<file path="config.mk">
export PLATFORM = sky130hd
export DESIGN_NAME = dci_format_1a_field_decode_core
export DESIGN_NICKNAME = d
export VERILOG_FILES = /design/src/rtl/dfd_pkg.sv /design/src/rtl/dfd_front.sv /design/src/rtl/dfd_queue.sv /design/src/rtl/dfd_back.sv /design/src/rtl/dci_format_1a_field_decode_core.sv
export SDC_FILE = /design/constraint.sdc
export NUM_CORES = 1
export LEC_CHECK = 0
export BUFFER_PORTS_ARGS = -buffer_cell sky130_fd_sc_hd__buf_4
export CAP_MARGIN = 20
export CORE_AREA = 5 5 248 250
export CTS_CLUSTER_SIZE = 10
export DETAILED_ROUTE_END_ITERATION = 7
export DIE_AREA = 0 0 253 255
export PLACE_DENSITY_LB_ADDON = 0.15
export SYNTH_ARGS = -nofsm -noshare
export SYNTH_HDL_FRONTEND = slang
export SYNTH_SLANG_ARGS = --single-unit
export TNS_END_PERCENT = 100
</file>
<file path="constraint.sdc">
create_clock -name clk -period 29.7 [get_ports clk]
set_input_delay 1.485 -clock clk [delete_from_list [all_inputs] [get_ports clk]]
set_output_delay 1.485 -clock clk [all_outputs]
set_load 0.02 [all_outputs]
</file>
<file path="src/rtl/dfd_pkg.sv">
package dfd_pkg;

  // Default build values of the top level parameters.
  localparam int PAYLOAD_BITS = 64;
  localparam int MAX_RB       = 110;
  localparam int QUEUE_DEPTH  = 2;

  // Only the leading bits of the payload carry fields; the longest format
  // (TDD, widest RIV) uses 31 of them.
  localparam int HEAD_W  = 32;
  localparam int RIV_W   = 13;
  localparam int NB_W    = 7;
  localparam int RW_W    = 4;
  localparam int LEN_W   = 6;
  localparam int MCS_W   = 5;
  localparam int HARQ_W  = 4;

  localparam int CFG_INDEX_W = 1;
  localparam int CFG_DATA_W  = NB_W;

  localparam logic [NB_W-1:0] NUM_RB_RESET = 7'd25;

  typedef enum logic [CFG_INDEX_W-1:0] {
    REG_NUM_RB   = 1'b0,
    REG_TDD_MODE = 1'b1
  } cfg_reg_t;

  // Fields split out of one request, plus the bandwidth it was split with.
  typedef struct packed {
    logic              format_flag;
    logic              vrb_distributed;
    logic [RIV_W-1:0]  riv;
    logic [NB_W-1:0]   num_rb;
    logic [MCS_W-1:0]  mcs;
    logic [HARQ_W-1:0] harq_process;
    logic              new_data;
    logic [1:0]        rv_index;
    logic [1:0]        tpc_cmd;
    logic [1:0]        dai;
    logic [LEN_W-1:0]  payload_len;
  } item_t;

  // Fully decoded grant.
  typedef struct packed {
    logic              format_flag;
    logic              vrb_distributed;
    logic [RIV_W-1:0]  riv;
    logic [NB_W-1:0]   num_rbs;
    logic [NB_W-1:0]   rb_start;
    logic [MCS_W-1:0]  mcs;
    logic [HARQ_W-1:0] harq_process;
    logic              new_data;
    logic [1:0]        rv_index;
    logic [1:0]        tpc_cmd;
    logic [1:0]        dai;
    logic [LEN_W-1:0]  payload_len;
    logic [NB_W-1:0]   bw;
  } result_t;

endpackage

</file>
<file path="src/rtl/dfd_front.sv">
module dfd_front #(
  parameter int PAYLOAD_BITS = dfd_pkg::PAYLOAD_BITS,
  parameter int MAX_RB       = dfd_pkg::MAX_RB
) (
  input  logic                             clk,
  input  logic                             rst,
  input  logic                             cfg_wr_en,
  input  logic [dfd_pkg::CFG_INDEX_W-1:0]  cfg_addr,
  input  logic [dfd_pkg::CFG_DATA_W-1:0]   cfg_data,
  input  logic                             in_valid,
  output logic                             in_ready,
  input  logic [PAYLOAD_BITS-1:0]          dci_bits,
  input  logic                             queue_full,
  output logic                             push,
  output dfd_pkg::item_t                   push_item
);

  localparam int HEAD_W = dfd_pkg::HEAD_W;
  localparam int RIV_W  = dfd_pkg::RIV_W;
  localparam int NB_W   = dfd_pkg::NB_W;
  localparam int RW_W   = dfd_pkg::RW_W;
  localparam int LEN_W  = dfd_pkg::LEN_W;
  localparam int PW     = 2 * NB_W + 1;

  // Bits outside the RIV: flag, VRB type, MCS, HARQ, NDI, RV, TPC (and DAI).
  localparam logic [LEN_W-1:0] FDD_FIXED_BITS = LEN_W'(15);
  localparam logic [LEN_W-1:0] TDD_FIXED_BITS = LEN_W'(18);

  function automatic logic [NB_W-1:0] clamp_bw(input logic [NB_W-1:0] v);
    logic [NB_W-1:0] r;
    r = v;
    if (v == '0) begin
      r = NB_W'(1);
    end else if (v > NB_W'(MAX_RB)) begin
      r = NB_W'(MAX_RB);
    end
    return r;
  endfunction

  // ceil(log2(n*(n+1)/2)): the last power of two still below the triangle
  // number sets the width.
  function automatic logic [RW_W-1:0] riv_width(input logic [NB_W-1:0] n);
    logic [NB_W:0]   n1;
    logic [PW-1:0]   prod;
    logic [PW-1:0]   tri_num;
    logic [RW_W-1:0] w;
    n1      = {1'b0, n} + 1'b1;
    prod    = PW'(n) * PW'(n1);
    tri_num = prod >> 1;
    w       = '0;
    for (int i = 0; i < RIV_W; i++) begin
      if ((PW'(1) << i) < tri_num) begin
        w = RW_W'(i + 1);
      end
    end
    return w;
  endfunction

  function automatic logic ambiguous_len(input logic [LEN_W-1:0] len);
    return (len == LEN_W'(12)) || (len == LEN_W'(14)) || (len == LEN_W'(16)) ||
           (len == LEN_W'(20)) || (len == LEN_W'(24)) || (len == LEN_W'(26)) ||
           (len == LEN_W'(32)) || (len == LEN_W'(40)) || (len == LEN_W'(44)) ||
           (len == LEN_W'(56));
  endfunction

  logic [NB_W-1:0] bw;
  logic [RW_W-1:0] rw;
  logic            tdd;

  always_ff @(posedge clk) begin
    if (rst) begin
      bw  <= clamp_bw(dfd_pkg::NUM_RB_RESET);
      rw  <= riv_width(clamp_bw(dfd_pkg::NUM_RB_RESET));
      tdd <= 1'b0;
    end else if (cfg_wr_en) begin
      case (dfd_pkg::cfg_reg_t'(cfg_addr))
        dfd_pkg::REG_NUM_RB: begin
          bw <= clamp_bw(cfg_data[NB_W-1:0]);
          rw <= riv_width(clamp_bw(cfg_data[NB_W-1:0]));
        end
        dfd_pkg::REG_TDD_MODE: begin
          tdd <= cfg_data[0];
        end
        default: begin
        end
      endcase
    end
  end

  logic [HEAD_W-1:0] head;
  logic [RIV_W-1:0]  riv_win;
  logic [RW_W-1:0]   riv_shift;
  logic [RW_W:0]     tail_shift;
  logic [HEAD_W-1:0] tail;
  logic [LEN_W-1:0]  pos;

  always_comb begin
    head       = dci_bits[PAYLOAD_BITS-1 -: HEAD_W];
    riv_win    = head[HEAD_W-3 -: RIV_W];
    riv_shift  = RW_W'(RIV_W) - rw;
    tail_shift = (RW_W+1)'(rw) + (RW_W+1)'(2);
    tail       = head << tail_shift;
    pos        = LEN_W'(rw) + (tdd ? TDD_FIXED_BITS : FDD_FIXED_BITS);

    push_item.format_flag     = head[HEAD_W-1];
    push_item.vrb_distributed = head[HEAD_W-2];
    push_item.riv             = riv_win >> riv_shift;
    push_item.num_rb          = bw;
    push_item.mcs             = tail[HEAD_W-1 -: dfd_pkg::MCS_W];
    if (tdd) begin
      push_item.harq_process = tail[HEAD_W-6 -: 4];
      push_item.new_data     = tail[HEAD_W-10];
      push_item.rv_index     = tail[HEAD_W-11 -: 2];
      push_item.tpc_cmd      = tail[HEAD_W-13 -: 2];
      push_item.dai          = tail[HEAD_W-15 -: 2];
    end else begin
      push_item.harq_process = {1'b0, tail[HEAD_W-6 -: 3]};
      push_item.new_data     = tail[HEAD_W-9];
      push_item.rv_index     = tail[HEAD_W-10 -: 2];
      push_item.tpc_cmd      = tail[HEAD_W-12 -: 2];
      push_item.dai          = 2'b00;
    end
    // A payload that would land on an ambiguous size carries one pad bit.
    push_item.payload_len = ambiguous_len(pos) ? pos + 1'b1 : pos;
  end

  assign in_ready = !queue_full;
  assign push     = in_valid && !queue_full;

  a_len_not_ambiguous: assert property (@(posedge clk) disable iff (rst)
    push |-> !ambiguous_len(push_item.payload_len))
    else $error("decoded length sits on an ambiguous size");

endmodule

</file>
<file path="src/rtl/dfd_queue.sv">
module dfd_queue #(
  parameter int DEPTH = dfd_pkg::QUEUE_DEPTH
) (
  input  logic           clk,
  input  logic           rst,
  input  logic           push,
  input  dfd_pkg::item_t push_item,
  output logic           full,
  input  logic           pop,
  output logic           head_valid,
  output dfd_pkg::item_t head_item
);

  localparam int PTR_W = (DEPTH > 1) ? $clog2(DEPTH) : 1;
  localparam int CNT_W = $clog2(DEPTH + 1);

  dfd_pkg::item_t   slots [DEPTH];
  logic [PTR_W-1:0] wr_ptr;
  logic [PTR_W-1:0] rd_ptr;
  logic [CNT_W-1:0] count;

  assign full       = (count == CNT_W'(DEPTH));
  assign head_valid = (count != '0);
  assign head_item  = slots[rd_ptr];

  always_ff @(posedge clk) begin
    if (rst) begin
      wr_ptr <= '0;
      rd_ptr <= '0;
      count  <= '0;
    end else begin
      if (push) begin
        wr_ptr <= (wr_ptr == PTR_W'(DEPTH - 1)) ? '0 : wr_ptr + 1'b1;
      end
      if (pop) begin
        rd_ptr <= (rd_ptr == PTR_W'(DEPTH - 1)) ? '0 : rd_ptr + 1'b1;
      end
      count <= count + CNT_W'(push) - CNT_W'(pop);
    end
  end

  always_ff @(posedge clk) begin
    if (push) begin
      slots[wr_ptr] <= push_item;
    end
  end

  a_count_bound: assert property (@(posedge clk) disable iff (rst)
    count <= CNT_W'(DEPTH))
    else $error("queue count beyond its depth");

  a_no_overflow: assert property (@(posedge clk) disable iff (rst)
    !(push && full))
    else $error("queue written while full");

  a_no_underflow: assert property (@(posedge clk) disable iff (rst)
    !(pop && !head_valid))
    else $error("queue read while empty");

endmodule

</file>
<file path="src/rtl/dfd_back.sv">
module dfd_back #(
  parameter int MAX_RB = dfd_pkg::MAX_RB
) (
  input  logic             clk,
  input  logic             rst,
  input  logic             head_valid,
  input  dfd_pkg::item_t   head_item,
  output logic             pop,
  output logic             out_valid,
  input  logic             out_ready,
  output dfd_pkg::result_t result
);

  localparam int RIV_W = dfd_pkg::RIV_W;
  localparam int NB_W  = dfd_pkg::NB_W;
  // The RIV stays below n*(n+1), so the quotient needs QW bits.
  localparam int QW    = $clog2(MAX_RB + 1);
  localparam int DW    = RIV_W + QW;

  logic             advance;
  logic             st_vld  [QW];
  dfd_pkg::item_t   st_item [QW];
  logic [RIV_W-1:0] st_rem  [QW];
  logic [QW-1:0]    st_quo  [QW];

  logic             in_vld  [QW];
  dfd_pkg::item_t   in_item [QW];
  logic [RIV_W-1:0] rem_in  [QW];
  logic [QW-1:0]    quo_in  [QW];
  logic [RIV_W-1:0] rem_nx  [QW];
  logic [QW-1:0]    quo_nx  [QW];

  // The whole pipe moves together; it only holds when a finished grant waits.
  assign advance = !out_valid || out_ready;
  assign pop     = head_valid && advance;

  always_comb begin
    in_vld[0]  = head_valid;
    in_item[0] = head_item;
    rem_in[0]  = head_item.riv;
    quo_in[0]  = '0;
    for (int s = 1; s < QW; s++) begin
      in_vld[s]  = st_vld[s-1];
      in_item[s] = st_item[s-1];
      rem_in[s]  = st_rem[s-1];
      quo_in[s]  = st_quo[s-1];
    end
  end

  // Restoring division, one quotient bit per stage, most significant first.
  always_comb begin
    logic [DW-1:0] rext;
    logic [DW-1:0] dsh;
    for (int s = 0; s < QW; s++) begin
      rext = DW'(rem_in[s]);
      dsh  = DW'(in_item[s].num_rb) << (QW - 1 - s);
      if (rext >= dsh) begin
        rem_nx[s] = RIV_W'(rext - dsh);
        quo_nx[s] = quo_in[s] | (QW'(1) << (QW - 1 - s));
      end else begin
        rem_nx[s] = rem_in[s];
        quo_nx[s] = quo_in[s];
      end
    end
  end

  dfd_pkg::item_t   fin;
  logic [QW-1:0]    q;
  logic [NB_W-1:0]  r;
  logic [NB_W+1:0]  ab;
  logic             wrap;
  dfd_pkg::result_t res_nx;

  always_comb begin
    fin  = st_item[QW-1];
    q    = st_quo[QW-1];
    r    = st_rem[QW-1][NB_W-1:0];
    ab   = (NB_W+2)'(q) + (NB_W+2)'(r) + (NB_W+2)'(1);
    wrap = ab > (NB_W+2)'(fin.num_rb);

    res_nx.format_flag     = fin.format_flag;
    res_nx.vrb_distributed = fin.vrb_distributed;
    res_nx.riv             = fin.riv;
    res_nx.mcs             = fin.mcs;
    res_nx.harq_process    = fin.harq_process;
    res_nx.new_data        = fin.new_data;
    res_nx.rv_index        = fin.rv_index;
    res_nx.tpc_cmd         = fin.tpc_cmd;
    res_nx.dai             = fin.dai;
    res_nx.payload_len     = fin.payload_len;
    res_nx.bw              = fin.num_rb;
    // Lengths past the midpoint are coded mirrored.
    if (wrap) begin
      res_nx.num_rbs  = NB_W'((NB_W+1)'(fin.num_rb) + (NB_W+1)'(1) - (NB_W+1)'(q));
      res_nx.rb_start = fin.num_rb - NB_W'(1) - r;
    end else begin
      res_nx.num_rbs  = NB_W'((NB_W+1)'(q) + (NB_W+1)'(1));
      res_nx.rb_start = r;
    end
  end

  always_ff @(posedge clk) begin
    if (rst) begin
      for (int s = 0; s < QW; s++) begin
        st_vld[s] <= 1'b0;
      end
      out_valid <= 1'b0;
    end else if (advance) begin
      for (int s = 0; s < QW; s++) begin
        st_vld[s] <= in_vld[s];
      end
      out_valid <= st_vld[QW-1];
    end
  end

  always_ff @(posedge clk) begin
    if (advance) begin
      for (int s = 0; s < QW; s++) begin
        st_item[s] <= in_item[s];
        st_rem[s]  <= rem_nx[s];
        st_quo[s]  <= quo_nx[s];
      end
      result <= res_nx;
    end
  end

  a_rem_below_divisor: assert property (@(posedge clk) disable iff (rst)
    st_vld[QW-1] |-> (st_rem[QW-1] < RIV_W'(st_item[QW-1].num_rb)))
    else $error("division remainder not below the bandwidth");

  a_alloc_in_band: assert property (@(posedge clk) disable iff (rst)
    out_valid |-> (result.num_rbs != '0) && (result.rb_start < result.bw))
    else $error("decoded allocation outside the band");

endmodule

</file>
<file path="src/rtl/dci_format_1a_field_decode_core.sv">
// Channel    Direction  Signals                              Accepted when
// config     in         cfg_wr_en, cfg_addr, cfg_data        cfg_wr_en high
// request    in         in_valid, in_ready, dci_bits         in_valid && in_ready
// grant      out        out_valid, out_ready, decoded fields out_valid && out_ready
//
// One request is taken per cycle and one grant leaves per cycle while out_ready holds.
// A request passes through the queue, the one-bit-per-stage RIV divider in the back end
// and the output register on its way to a grant.
// Reset sets the bandwidth to 25 RBs and FDD, and empties the queue and the pipeline.
// A stalled grant freezes the back end; the queue then fills up to QUEUE_DEPTH requests
// before in_ready drops.
module dci_format_1a_field_decode_core #(
  parameter int PAYLOAD_BITS = dfd_pkg::PAYLOAD_BITS,
  parameter int MAX_RB       = dfd_pkg::MAX_RB,
  parameter int QUEUE_DEPTH  = dfd_pkg::QUEUE_DEPTH
) (
  input  logic                             clk,
  input  logic                             rst,

  input  logic                             cfg_wr_en,
  input  logic [dfd_pkg::CFG_INDEX_W-1:0]  cfg_addr,
  input  logic [dfd_pkg::CFG_DATA_W-1:0]   cfg_data,

  input  logic                             in_valid,
  output logic                             in_ready,
  input  logic [PAYLOAD_BITS-1:0]          dci_bits,

  output logic                             out_valid,
  input  logic                             out_ready,
  output logic                             format_flag,
  output logic                             vrb_distributed,
  output logic [dfd_pkg::RIV_W-1:0]        riv,
  output logic [dfd_pkg::NB_W-1:0]         num_rbs,
  output logic [dfd_pkg::NB_W-1:0]         rb_start,
  output logic [dfd_pkg::MCS_W-1:0]        mcs,
  output logic [dfd_pkg::HARQ_W-1:0]       harq_process,
  output logic                             new_data,
  output logic [1:0]                       rv_index,
  output logic [1:0]                       tpc_cmd,
  output logic [1:0]                       dai,
  output logic [dfd_pkg::LEN_W-1:0]        payload_len
);

  // The front end holds the configuration and slices each request into its
  // fields in the cycle it arrives. The RIV width follows the bandwidth and
  // is worked out once, when the bandwidth register is written.
  logic             push;
  logic             queue_full;
  dfd_pkg::item_t   push_item;

  // The queue decouples slicing from division so that a stalled consumer
  // does not immediately stall the producer.
  logic             head_valid;
  logic             pop;
  dfd_pkg::item_t   head_item;

  // The back end divides the RIV by the bandwidth and unfolds the mirrored
  // coding into length and start.
  dfd_pkg::result_t result;

  dfd_front #(
    .PAYLOAD_BITS (PAYLOAD_BITS),
    .MAX_RB       (MAX_RB)
  ) u_front (
    .clk        (clk),
    .rst        (rst),
    .cfg_wr_en  (cfg_wr_en),
    .cfg_addr   (cfg_addr),
    .cfg_data   (cfg_data),
    .in_valid   (in_valid),
    .in_ready   (in_ready),
    .dci_bits   (dci_bits),
    .queue_full (queue_full),
    .push       (push),
    .push_item  (push_item)
  );

  dfd_queue #(
    .DEPTH (QUEUE_DEPTH)
  ) u_queue (
    .clk        (clk),
    .rst        (rst),
    .push       (push),
    .push_item  (push_item),
    .full       (queue_full),
    .pop        (pop),
    .head_valid (head_valid),
    .head_item  (head_item)
  );

  dfd_back #(
    .MAX_RB (MAX_RB)
  ) u_back (
    .clk        (clk),
    .rst        (rst),
    .head_valid (head_valid),
    .head_item  (head_item),
    .pop        (pop),
    .out_valid  (out_valid),
    .out_ready  (out_ready),
    .result     (result)
  );

  // The bandwidth copy in the result only serves checking inside the back end.
  assign format_flag     = result.format_flag;
  assign vrb_distributed = result.vrb_distributed;
  assign riv             = result.riv;
  assign num_rbs         = result.num_rbs;
  assign rb_start        = result.rb_start;
  assign mcs             = result.mcs;
  assign harq_process    = result.harq_process;
  assign new_data        = result.new_data;
  assign rv_index        = result.rv_index;
  assign tpc_cmd         = result.tpc_cmd;
  assign dai             = result.dai;
  assign payload_len     = result.payload_len;

endmodule

</file>
# ---- Yosys cells after proc, flatten, opt, wreduce, memory -nomap -nowiden
# Memories as Yosys holds them, arrays and structs flattened. A register that Yosys moved wholly into a read port is not among the register bits.
# Cells that the tools add are included.
dict set report word_totals {
  memories 5
  ff_bits 67
  ramBits 543
  elab_cells 163
  inputBits 77
  latchBits 0
  output_inout_bits 53
  mem_bits_ro 0
}
dict set report op_classes {
  add_sub_neg 23
  n_mul 1
  order_cmp 22
  bitwise_logic 8
  shifts 2
  reduce_logical 18
  n_div 0
  muxes 55
  n_eq_ne 11
}
# name words width rd rd_ports_with_merged_regs write_ports line_no
set memory_table {}
lappend memory_table {u_back.st_item 7 44 7 0 7 dfd_back.sv:22} ;# dfd_pkg::item_t st_item [QW];
lappend memory_table {u_back.st_rem 7 13 7 0 7 dfd_back.sv:23} ;# logic [RIV_W-1:0] st_rem [QW];
lappend memory_table {u_queue.slots 2 44 1 1 1 dfd_queue.sv:17} ;# dfd_pkg::item_t slots [DEPTH];
lappend memory_table {u_back.st_quo 7 7 7 0 7 dfd_back.sv:24} ;# logic [QW-1:0] st_quo [QW];
lappend memory_table {u_back.st_vld 7 1 7 1 7 dfd_back.sv:21} ;# logic st_vld [QW];
# op n
set ops {}
lappend ops {{$mux W13} 7}
lappend ops {{$mux W7} 6}
lappend ops {{$shl A32 B5 Y32} 1}
lappend ops {{$mux W4} 7}
lappend ops {{$eq A6 B5 Y1 const B} 4}
lappend ops {{$eq A6 B6 Y1 const B} 4}
lappend ops {{$mux W1} 21}
lappend ops {{$mul A7 B8 Y15} 1}
lappend ops {{$mux W3} 5}
lappend ops {{$add A7 B1 Y7 const B} 2}
lappend ops {{$lt A1 B14 Y1 const A} 1}
lappend ops {{$lt A10 B14 Y1 const A} 1}
lappend ops {{$lt A11 B14 Y1 const A} 1}
lappend ops {{$lt A12 B14 Y1 const A} 1}
lappend ops {{$lt A13 B14 Y1 const A} 1}
lappend ops {{$lt A2 B14 Y1 const A} 1}
lappend ops {{$lt A3 B14 Y1 const A} 1}
lappend ops {{$lt A4 B14 Y1 const A} 1}
lappend ops {{$lt A5 B14 Y1 const A} 1}
lappend ops {{$lt A6 B14 Y1 const A} 1}
lappend ops {{$lt A7 B14 Y1 const A} 1}
lappend ops {{$lt A8 B14 Y1 const A} 1}
lappend ops {{$lt A9 B14 Y1 const A} 1}
lappend ops {{$mux W14} 1}
lappend ops {{43 further kinds} 68}

# ---- Depth between registers and ports, before layout
# Gate-level depths: netlist (run 1).
dict set report logic_depth {
  ltp_word 22
  depth_mapped 26
}

# ---- Cells and area by module
# Synthesis (run 1) repeated with hierarchy kept, for this count alone.
dict set report unflattened {
  hier_cells 1892
  hier_area_um2 26939.6
}
# module area_per_inst_um2 cells_per_inst n_inst
set by_module_without_submodules {}
lappend by_module_without_submodules {dfd_back 18681.7 1141 1}
lappend by_module_without_submodules {dfd_front 4659.5 593 1}
lappend by_module_without_submodules {dfd_queue 3598.5 158 1}

# ---- Worst setup path before layout (run 1)
# No wires, ideal clock.
dict set report synth_path {
  path_type {input to register}
  startpoint {in out_ready}
  endpoint {reg u_queue.count[1]}
  n_path_buf 0
  path_slack_ns 16.389
  arrival_time_ns 13.183
  cell_stages 10
  cell_sequence {nor2b_1 inv_1 o21ai_0 inv_1 ha_1 inv_1 ha_1 xor2_1 xnor2_1 nor2_1}
}
dict set report synth_via {
  elab_chain_len 3
}
# element line_no
set synth_rtl {}
lappend synth_rtl {{from (decl)} dci_format_1a_field_decode_core.sv:29} ;# input logic out_ready,
lappend synth_rtl {{$logic_or A1 B1 Y1} dfd_back.sv:34} ;# assign advance = !out_valid || out_ready;
lappend synth_rtl {{$logic_and A1 B1 Y1} dfd_back.sv:35} ;# assign pop = head_valid && advance;
lappend synth_rtl {{via pop} dci_format_1a_field_decode_core.sv:54} ;# logic pop;
lappend synth_rtl {{$sub A2 B1 Y2} dfd_queue.sv:38} ;# count <= count + CNT_W'(push) - CNT_W'(pop);
lappend synth_rtl {{to (signal assigned)} dfd_queue.sv:38}
lappend synth_rtl {{to (decl)} dfd_queue.sv:20} ;# logic [CNT_W-1:0] count;
# The timed path passes the listed nets, and every way through them passes these cells.
# A chain may end at the register's enable or synchronous reset.

# ---- Final worst setup path (run 1)
dict set report layout_path {
  startpoint {in cfg_data[6] (netlist name)}
  endpoint {reg u_front.rw[3]}
}
dict set report layout_via {
  elab_chain_len 15
  elab_cells_between_ends 21
  cone_classes {1 x add/sub; 1 x mul; 7 x order compare; 11 x mux; 1 x reduce/logical}
}
# element line_no
set layout_rtl {}
lappend layout_rtl {{from (decl)} dci_format_1a_field_decode_core.sv:22} ;# input logic [dfd_pkg::CFG_DATA_W-1:0] cfg_data,
lappend layout_rtl {{$gt A7 B7 Y1} dfd_front.sv:34} ;# end else if (v > NB_W'(MAX_RB)) begin
lappend layout_rtl {{$mux W7} dfd_front.sv:34}
lappend layout_rtl {{$mux W7 (*)} dfd_front.sv:32} ;# if (v == '0) begin
lappend layout_rtl {{$mux W7 (*)} dfd_front.sv:76} ;# case (dfd_pkg::cfg_reg_t'(cfg_addr))
lappend layout_rtl {{$mux W7 (*)} dfd_front.sv:75} ;# end else if (cfg_wr_en) begin
lappend layout_rtl {{$mux W7 (*)} dfd_front.sv:71} ;# if (rst) begin
lappend layout_rtl {{$add A7 B1 Y8} dfd_front.sv:47} ;# n1 = {1'b0, n} + 1'b1;
lappend layout_rtl {{$mul A7 B8 Y15 (*)} dfd_front.sv:48} ;# prod = PW'(n) * PW'(n1);
lappend layout_rtl {{$lt A8 B14 Y1} dfd_front.sv:52} ;# if ((PW'(1) << i) < tri_num) begin
lappend layout_rtl {{$mux W4 (5 in a row)} dfd_front.sv:52}
lappend layout_rtl {{$mux W4 (*)} dfd_front.sv:52}
lappend layout_rtl {{to (signal assigned)} dfd_front.sv:73} ;# rw <= riv_width(clamp_bw(dfd_pkg::NUM_RB_RESET));
lappend layout_rtl {{to (signal assigned)} dfd_front.sv:79} ;# rw <= riv_width(clamp_bw(cfg_data[NB_W-1:0]));
lappend layout_rtl {{to (decl)} dfd_front.sv:67} ;# logic [RW_W-1:0] rw;
# Every way passes the cells marked *; elsewhere a longest branch is shown, timed or not. The select of a mux whose other input is x is not followed.

==> flow_metrics.tcl, run 1 <==
set metrics [dict create \
    fin_setup_tns_ns 0 \
    finish.utilization_pct 50.73 \
    overflow 0 \
    ant_nets 0 \
    drv_slew 0 \
    setup_viol 0 \
    num_rows 89 \
    drt-pass1-iter-count 5 \
    clock-skew-final_ns 0.02300 \
    critPathLaunchType "input port" \
    cts_tree "built" \
    hold-path-endpoint "u_back.st_item[5][1]" \
    path_max_fanout 12 \
    antenna_found_initial 0 \
    yosysWarnings 0 \
    sequentialPowerShare_pct 41.4 \
    synth_ff_type "edfxtp_1" \
    grt_usage_pct 14.33 \
    crit_arrival_ns 8.46 \
    clk_pin_slew_worst_paths_ns 0.05 \
    powerDensity_nw_per_um2 117.7 \
    tightest_slew_ns 1.065 \
    grt_pass1_wl_um 75720 \
    insertedDiodeCount 0 \
    portBuffers 97 \
    p_switching_mw 1.177 \
    vias_per_cell 5.158 \
    yosys_register_bits 564 \
    power.share.clock_pct 20.7 \
    finalNetCount 2273 \
    cts.sinks 564 \
    rsz0062_at_grt "no" \
    max-vdd-ir-drop_mv 0.06378 \
    ys_seq_area_share_pct 63.74 \
    outcome "completed" \
    cts_hold_buf 0 \
    final_cell_mix "546 x edfxtp_1, 165 x inv_1, 133 x nand2_1, 133 x ha_1, 128 x nor2_1" \
    synthesis.area_um2 26290 \
    max_slew_margin_pct 29.01 \
    die_area_um2 64520 \
    worst_skew_pair.late_latency_ns 0.59 \
    cts-resized-gates 0 \
    totalWireLength_um 46050 \
    max-cap-violations 0 \
    fin_hold_ws_ns 0.4040 \
    r2r_slack_ns 25.72 \
    hpwl_um 31610 \
    rr_worst_depth 14 \
    synthesis.instances 1891 \
    p_leak_nw 11.91 \
    intPower_mw 2.334 \
    cp-end-kind "flop" \
    dr.first_iter.drc_count 849 \
    crit_type "input port to flop" \
    hold_depth 0 \
    post_drt_wl_per_cell_um 16.32 \
    cts_root_buffer "clkbuf_16" \
    synth_cell_type_count 84 \
    reg2reg_to "u_back.result[42]" \
    area_growth_syn_to_layout_pct 13.48 \
    synth_edf_count 546 \
    combPwrFrac_pct 37.9 \
    gp_congestion 0.8389 \
    grt_pass1_vias 15024 \
    synth-async-reset-ratio_pct 0 \
    pin_count 130 \
    finalCriticalPeriod_ns 8.017 \
    start_util_pct 44.71 \
    clock.fmax_ghz 0.1247 \
    final-hold-violation-count 0 \
    layout-drive-gt1-share_pct 14.89 \
    clk_path_buf_depth 3 \
    core_um2 58800 \
    finalCritPeriodShare_pct 26.99 \
    multi_input_area_um2 8711 \
    post_cts.repair.setup_buffers 0 \
    htreeDepth 3 \
    rr_startpoint "u_back.st_quo[6][0]" \
    numCtsBuffers 68 \
    avgSynthCellArea_um2 13.90 \
    p_sw_share_pct 33.53 \
    vias 14551 \
    fillCellCount 4981 \
    power.total_mw 3.512 \
    die_w_um 253 \
    final_common_cell "edfxtp_1" \
    worstHoldStart "u_back.st_item[4][1]" \
    worstPathRequired_ns 30.15 \
    hp-class "flop to flop" \
    drc 0 \
    grt_max_degree 132 \
    seq_area_um2 16760 \
    die_h_um 255 \
]
## power groups by stage
stage                     Combinational [mW]  Clock (mW)  Sequential, mW
after detailed placement                1.33           0            1.48
after floorplan                        0.983           0            1.46
after CTS                               1.33       0.756            1.46
after global placement                  1.29           0            1.47
final                                   1.33       0.727            1.46
after global routing                    1.50       0.787            1.49
## kinds of logic after synthesis
| logic type | share of synthesized area, % |
|---|---|
| other | 0.02857 |
| buffers and inverters | 3.251 |
| flip-flops | 63.74 |
| multiplexers | 5.950 |
| AND/OR/NAND/NOR | 7.897 |
| XOR/XNOR | 2.599 |
| AO/OA/AOI/OAI | 7.230 |
| adder cells (fa/ha/maj) | 9.301 |
## sequential cells by signal (all words and copies together) (netlist names), named ones only
signal,count
u_queue.wr_ptr,1
u_back.out_valid,1
u_back.st_item,305
u_queue.slots,88
u_queue.count,2
u_front.tdd,1
u_front.rw,4
u_back.st_rem,67
u_front.bw,7
u_queue.rd_ptr,1
u_back.result,51
u_back.st_vld,7
u_back.st_quo,28
## final cells by class
cell class                      instances  area share (%)
Clock buffer                           81           5.939
Tap cell                              773           3.242
Multi-Input combinational cell       1113           29.20
Sequential cell                       564           56.18
Timing Repair Buffer                  108           2.760
Inverter                              169           2.152
Clock inverter                         13          0.5243
## metal layers
metal  vias up  track usage [%]  part of all wire (%)
li1       7193                -                     -
met5         -                0                     0
met4         0            4.905                   2.8
met3        94            2.947                   3.8
met2       271            24.51                    50
met1      6993            18.38                    44
## synth_stat cells, types with 8 or more instances
master,n,area share (%)
a211oi_1,8,0.23
a21boi_0,15,0.43
a21o_1,14,0.40
a21oi_1,75,1.4
a31oi_1,8,0.19
and2_1,11,0.26
and3_1,15,0.36
buf_2,11,0.21
clkbuf_1,33,0.47
dfxtp_1,18,1.4
edfxtp_1,546,62
fa_1,39,3.0
ha_1,133,6.3
inv_1,166,2.4
mux2_2,66,2.8
mux2i_1,46,1.8
mux4_2,16,1.4
nand2_1,133,1.9
nand2b_1,14,0.33
nand3_1,19,0.36
nand3b_1,9,0.26
nand4_1,12,0.29
nor2_1,129,1.8
nor2b_1,31,0.74
nor3_1,16,0.30
o211ai_1,15,0.43
o21a_1,10,0.29
o21ai_0,75,1.4
o31ai_1,9,0.26
or2_2,8,0.19
xnor2_1,48,1.6
xor2_1,30,1.0
## how the worst max path moves through the flow
stage,slack (ns),to,start
after floorplan,16.39,u_queue.count[1],out_ready
after global placement,21.23,u_front.rw[3],cfg_data[6]
after detailed placement,21.12,u_front.rw[3],cfg_data[6]
after CTS,21.74,u_front.rw[3],cfg_data[6]
after global routing,21.30,u_front.rw[3],cfg_data[6]
final,21.68,u_front.rw[3],cfg_data[6]
## stage by stage
step | setup WS (ns) | cell area [µm²] | std cells
6_report | 21.68 | 29830 | 2821
3_3_place_gp | 21.23 | 27880 | 2726
4_1_cts | 21.74 | 29810 | 2820
3_5_place_dp | 21.12 | 27880 | 2726
5_1_grt | 21.30 | 29830 | 2821
2_1_floorplan | 16.39 | 26310 | 1896
## critical path: stages
cell      delay, ns
buf_4          0.16
or4_1          0.53
nor3_1         0.15
o22ai_1        0.09
buf_4          0.19
inv_1          0.18
nand3_1        0.13
or3_1          0.32
ha_1           0.42
nor2_1         0.09
fa_1           0.51
inv_1          0.05
fa_1           0.47
inv_1          0.05
fa_1           0.53
inv_1          0.05
fa_1           0.52
inv_1          0.04
ha_1           0.38
and2_1         0.24
a221o_1        0.34
nor3_1         0.30
o21ai_1        0.17
nor4b_2        0.44
o221ai_2       0.19
nor3b_1        0.29
o21ai_1        0.11
Note: power is estimated with default switching activity, not from simulation.
==> inputs of run 2 (changes only) <==
clock period = 6.9 ns   (was 29.7 ns; I/O delays follow)
==> run 2 against run 1 <==
Cell count increased by 0.96%. Clock power rose to 4.4 times the previous value. Critical path depth fell by 1. Cell area grew 0.91%. Global-route usage about the same. Sequential share of layout area shrank 0.49 points. Largest power group unchanged. Worst setup slack lost 21 ns. Clock skew decreased by 0.013 ns. Routed wire length grew 0.34%. First-iteration DRC count decreased by 20%. Non-clock buffer count rose by 16. Critical endpoint unchanged.
==> flow_metrics.tcl, run 2 (synthesized netlist as in run 1, its figures left out) <==
set metrics [dict create \
    final_common_cell "edfxtp_1" \
    worstPathRequired_ns 7.36 \
    cts.sinks 564 \
    final_cell_mix "546 x edfxtp_1, 165 x inv_1, 133 x nand2_1, 133 x ha_1, 128 x nor2_1" \
    p_switching_mw 5.099 \
    gp_congestion 0.8195 \
    powerDensity_nw_per_um2 505.8 \
    max_slew_margin_pct 30.45 \
    post_cts.repair.setup_buffers 0 \
    intPower_mw 10.13 \
    overflow 0 \
    num_rows 89 \
    finalCritPeriodShare_pct 89.85 \
    critPathMaxStageDelay_ns 0.54 \
    totalWireLength_um 46210 \
    finalCriticalPeriod_ns 6.200 \
    drv_slew 0 \
    final_cell_area_um2 30100 \
    clk_pin_slew_worst_paths_ns 0.05 \
    largest-register "u_back.st_item" \
    numCtsBuffers 69 \
    portBuffers 97 \
    slowest_stage "fa_1" \
    power.total_mw 15.22 \
    combPwrFrac_pct 37.7 \
    fin_setup_tns_ns 0 \
    area_growth_syn_to_layout_pct 14.51 \
    die_w_um 253 \
    drc 0 \
    path_max_fanout 6 \
    finalNetCount 2290 \
    worst_skew_pair.late_latency_ns 0.59 \
    sequentialPowerShare_pct 41.1 \
    crit_arrival_ns 6.66 \
    ant_nets 0 \
    die_area_um2 64520 \
    start_util_pct 44.71 \
    drt-pass1-iter-count 5 \
    dr.first_iter.drc_count 682 \
    insertedDiodeCount 0 \
    cts_tree "built" \
    cts_root_buffer "clkbuf_16" \
    layout-drive-gt1-share_pct 15.61 \
    fin_hold_ws_ns 0.05642 \
    p_sw_share_pct 33.49 \
    power.share.clock_pct 21.2 \
    cpMostUsedCell "inv_1" \
    p_leak_nw 12.04 \
    pin_count 130 \
    vias_per_cell 5.108 \
    crit_type "input port to flop" \
    clock-skew-final_ns 0.01027 \
    clk_path_buf_depth 3 \
    place_area_um2 28000 \
    setup_viol 0 \
    max-cap-violations 0 \
    grt_usage_pct 14.28 \
    max-vdd-ir-drop_mv 0.3657 \
    rsz0062_at_grt "no" \
    top_regs "u_back.st_item (305), u_queue.slots (88), u_back.st_rem (67)" \
    post_drt_wl_per_cell_um 16.22 \
    tightest_slew_ns 1.043 \
    largest_reg_flops 305 \
    fillCellCount 5001 \
    finish.utilization_pct 51.20 \
    cts-resized-gates 0 \
    grt_pass1_wl_um 75370 \
    grt_pass1_vias 15031 \
    grt_max_degree 202 \
    final-hold-violation-count 0 \
    vias 14549 \
    clock.fmax_ghz 0.1613 \
    hp-class "input port to flop" \
    die_h_um 255 \
    core_um2 58800 \
    cp-end-kind "flop" \
    outcome "completed" \
    antenna_found_initial 0 \
    hpwl_um 32170 \
    htreeDepth 3 \
    critPathLaunchType "input port" \
]
==> run 2: cell count changes in the layout (fill, tap and decap cells not counted), moves of 2 or more <==
cell,change
clkinv_16,+3
dlygate4sd3_1,+2
buf_4,+12
clkbuf_1,+9
==> run 2: final cells by class <==
cell class              instances  area, µm²  area share (%)
inverters                     169      638.1           2.120
clock inverters                14      215.2          0.7149
repair buffers                124      980.9           3.259
multi-input cells            1113       8718           28.96
clock buffers                  91       1819           6.044
well taps                     773      967.2           3.213
flip-flops and latches        564      16760           55.69
==> run 2: layer usage <==
| layer | vias to the layer above | GRT usage [%] | part of all wire (%) |
|---|---|---|---|
| li1 | 7219 | - | - |
| met1 | 6968 | 17.74 | 44 |
| met2 | 258 | 24.71 | 49 |
| met3 | 104 | 2.947 | 3.6 |
| met4 | 0 | 5.630 | 3.5 |
| met5 | - | 0 | 0 |
==> run 2: worst max-delay path, delay by kind of cell <==
family                   cells  cell delay (ns)
AO/OA/AOI/OAI                5             0.88
adder cells (fa/ha/maj)      6             2.71
AND/OR/NAND/NOR              9             2.30
buffers and inverters        6             0.42
==> run 2: through the flow <==
step	setup WS [ns]	instances
global placement	0.1512	2739
global route	0.2215	2848
CTS	0.7399	2846
detailed placement	0.1288	2739
finish	0.7003	2848
floorplan	-1.528	1896
==> run 2: worst paths after layout <==
| kind | start | endpoint | slack, ns | depth (start not counted) |
|---|---|---|---|---|
| worst max-delay path | cfg_data[6] | u_front.rw[3] | 0.70 | 26 |
| worst max register to register | u_back.st_quo[6][0] | u_back.result[37] | 2.99 | 15 |
| worst min-delay path | out_ready | u_back.out_valid | 0.06 | 4 |
| worst min register to register | u_back.st_item[2][10] | u_back.st_item[3][10] | 0.41 | 0 |
==> run 2: repair_timing <==
action / CTS / global route
hold buffers: 2 / 0
setup endpoints to repair: 0 / 0
hold endpoints to repair: 4 / 0
==> run 2: power groups by stage <==
stage	Clock, mW	Combinational (mW)	Sequential, mW
2_1_floorplan	0	4.23	6.30
3_3_place_gp	0	5.59	6.31
3_5_place_dp	0	5.73	6.35
4_1_cts	3.35	5.77	6.29
5_1_grt	3.50	6.48	6.41
6_report	3.23	5.73	6.26
==> inputs of run 3 (changes only) <==
CORE_AREA = 5 5 251 253   (was 5 5 248 250)
DIE_AREA = 0 0 256 258   (was 0 0 253 255)
SYNTH_HIERARCHICAL = 1   (was unset)
==> run 3 against run 2 <==
Global-route usage increased by 0.40 points. Clock skew rose by 0.0095 ns. Clock power is 1% lower. Sequential share of layout area fell by 0.60 points. Die area rose by 2.4%. Cell area grew 1.1%. Worst hold slack worse by 0.0082 ns.
==> flow_metrics.tcl, run 3 <==
set metrics [dict create \
    top_regs "u_back/st_item (308), u_queue/slots (88), u_back/st_rem (64)" \
    hp-class "input port to flop" \
    yosysWarnings 6 \
    crit_arrival_ns 6.58 \
    finalCriticalPeriod_ns 6.059 \
    cp-end-kind "flop" \
    cts.sinks 564 \
    clock.fmax_ghz 0.1651 \
    die_h_um 258 \
    post_drt_wl_per_cell_um 16.99 \
    rr_worst_depth 17 \
    clk_pin_slew_worst_paths_ns 0.06 \
    slowest_stage "fa_1" \
    max_slew_margin_pct 27.57 \
    largest-register "u_back/st_item" \
    place_area_um2 28380 \
    finalNetCount 2281 \
    hold_depth 4 \
    antenna_found_initial 0 \
    fillCellCount 5252 \
    path_max_fanout 12 \
    worst_skew_pair.late_latency_ns 0.59 \
    outcome "completed" \
    finalNonFillerCells 2844 \
    num_rows 91 \
    cts_tree "built" \
    gp_congestion 0.8366 \
    largest_reg_flops 308 \
    ant_nets 0 \
    core_um2 60800 \
    vias 14790 \
    totalWireLength_um 48320 \
    portBuffers 97 \
    setup_viol 0 \
    die_w_um 256 \
    synthesis.area_um2 26730 \
    die_area_um2 66050 \
    layout-drive-gt1-share_pct 16.21 \
    area_growth_syn_to_layout_pct 13.84 \
    cpMostUsedCell "inv_1" \
    htreeDepth 3 \
    insertedDiodeCount 0 \
    vias_per_cell 5.200 \
    seq_area_um2 16760 \
    clock-skew-final_ns 0.01977 \
    p_leak_nw 12.01 \
    critPathMaxStageDelay_ns 0.56 \
    max-cap-violations 0 \
    overflow 0 \
    multi_input_area_um2 9144 \
    avgSynthCellArea_um2 14.18 \
    critPathLaunchType "input port" \
    final_cell_area_um2 30430 \
    post_cts.repair.setup_buffers 0 \
    r2r_slack_ns 2.97 \
    final_common_cell "edfxtp_1" \
    pin_count 130 \
    fin_setup_tns_ns 0 \
    drv_slew 0 \
    final-hold-violation-count 0 \
    worstPathRequired_ns 7.42 \
    crit_type "input port to flop" \
    hpwl_um 34560 \
    grt_usage_pct 14.68 \
    powerDensity_nw_per_um2 509.4 \
    finish.utilization_pct 50.05 \
    final_cell_mix "546 x edfxtp_1, 151 x inv_1, 131 x ha_1, 124 x nor2_1, 118 x buf_4" \
    grt_max_degree 182 \
    cts-resized-gates 0 \
    tightest_slew_ns 1.082 \
    finalCritPeriodShare_pct 87.81 \
    max-vdd-ir-drop_mv 0.5034 \
    drc 0 \
    grt_pass1_vias 15193 \
    synthesis.instances 1885 \
    dr.first_iter.drc_count 900 \
    cts_root_buffer "clkbuf_16" \
    grt_pass1_wl_um 78820 \
    fin_hold_ws_ns 0.04822 \
    rsz0062_at_grt "no" \
    clk_path_buf_depth 3 \
    start_util_pct 43.96 \
    drt-pass1-iter-count 5 \
    dp.cells 2747 \
    numCtsBuffers 69 \
]
[run 3: path summary, 6_finish.rpt]
check                        from                   end
max                   cfg_data[5]         u_front/rw[1]
min reg2reg  u_back/st_item[5][3]  u_back/st_item[6][3]
max reg2reg   u_back/st_quo[6][0]     u_back/result[42]
min                     cfg_wr_en           u_front/tdd
[run 3: layer usage]
layer / share of wire (%) / global-route usage (%) / routed length, µm / vias to the layer above
met5: 0 / 0 / 0 / -
met4: 3.1 / 6.042 / 1479 / 0
met3: 3.8 / 2.591 / 1857 / 85
met2: 52 / 26.56 / 25080 / 287
met1: 41 / 17.38 / 19900 / 7137
li1: - / - / - / 7281
[run 3: timing repair]
| action | 4_1_cts | 5_1_grt |
|---|---|---|
| hold buffers | 4 | 0 |
| endpoints found under the setup margin | 0 | 0 |
| endpoints found under the hold margin | 5 | 0 |
[run 3: where the power goes]
| part | switching, mW | internal, mW | total (mW) |
|---|---|---|---|
| clock | 1.27 | 1.91 | 3.19 |
| sequential | 0.560 | 5.74 | 6.30 |
| combinational | 3.40 | 2.61 | 6.01 |
| total | 5.24 | 10.3 | 15.5 |
[run 3: through the flow]
| stage | power [mW] | setup WS (ns) |
|---|---|---|
| after floorplan | 10.80 | -1.155 |
| after global placement | 12.22 | 0.3468 |
| after detailed placement | 12.41 | 0.2702 |
| after CTS | 15.71 | 0.8840 |
| after global routing | 16.64 | 0.5469 |
| final | 15.50 | 0.8414 |
[run 3: final cells by class]
cell class,count,share of cell area (%)
well taps,790,3.248
multi-input cells,1121,30.05
clock buffers,80,5.880
clock inverters,12,0.6373
flip-flops and latches,564,55.09
repair buffers,124,3.199
inverters,153,1.900
[run 3: critical path, delay by kind of cell]
family | cells | cell delay, ns
adder cells (fa/ha/maj) | 7 | 2.98
AND/OR/NAND/NOR | 7 | 1.70
AO/OA/AOI/OAI | 5 | 0.82
buffers and inverters | 6 | 0.48
XOR/XNOR | 1 | 0.23
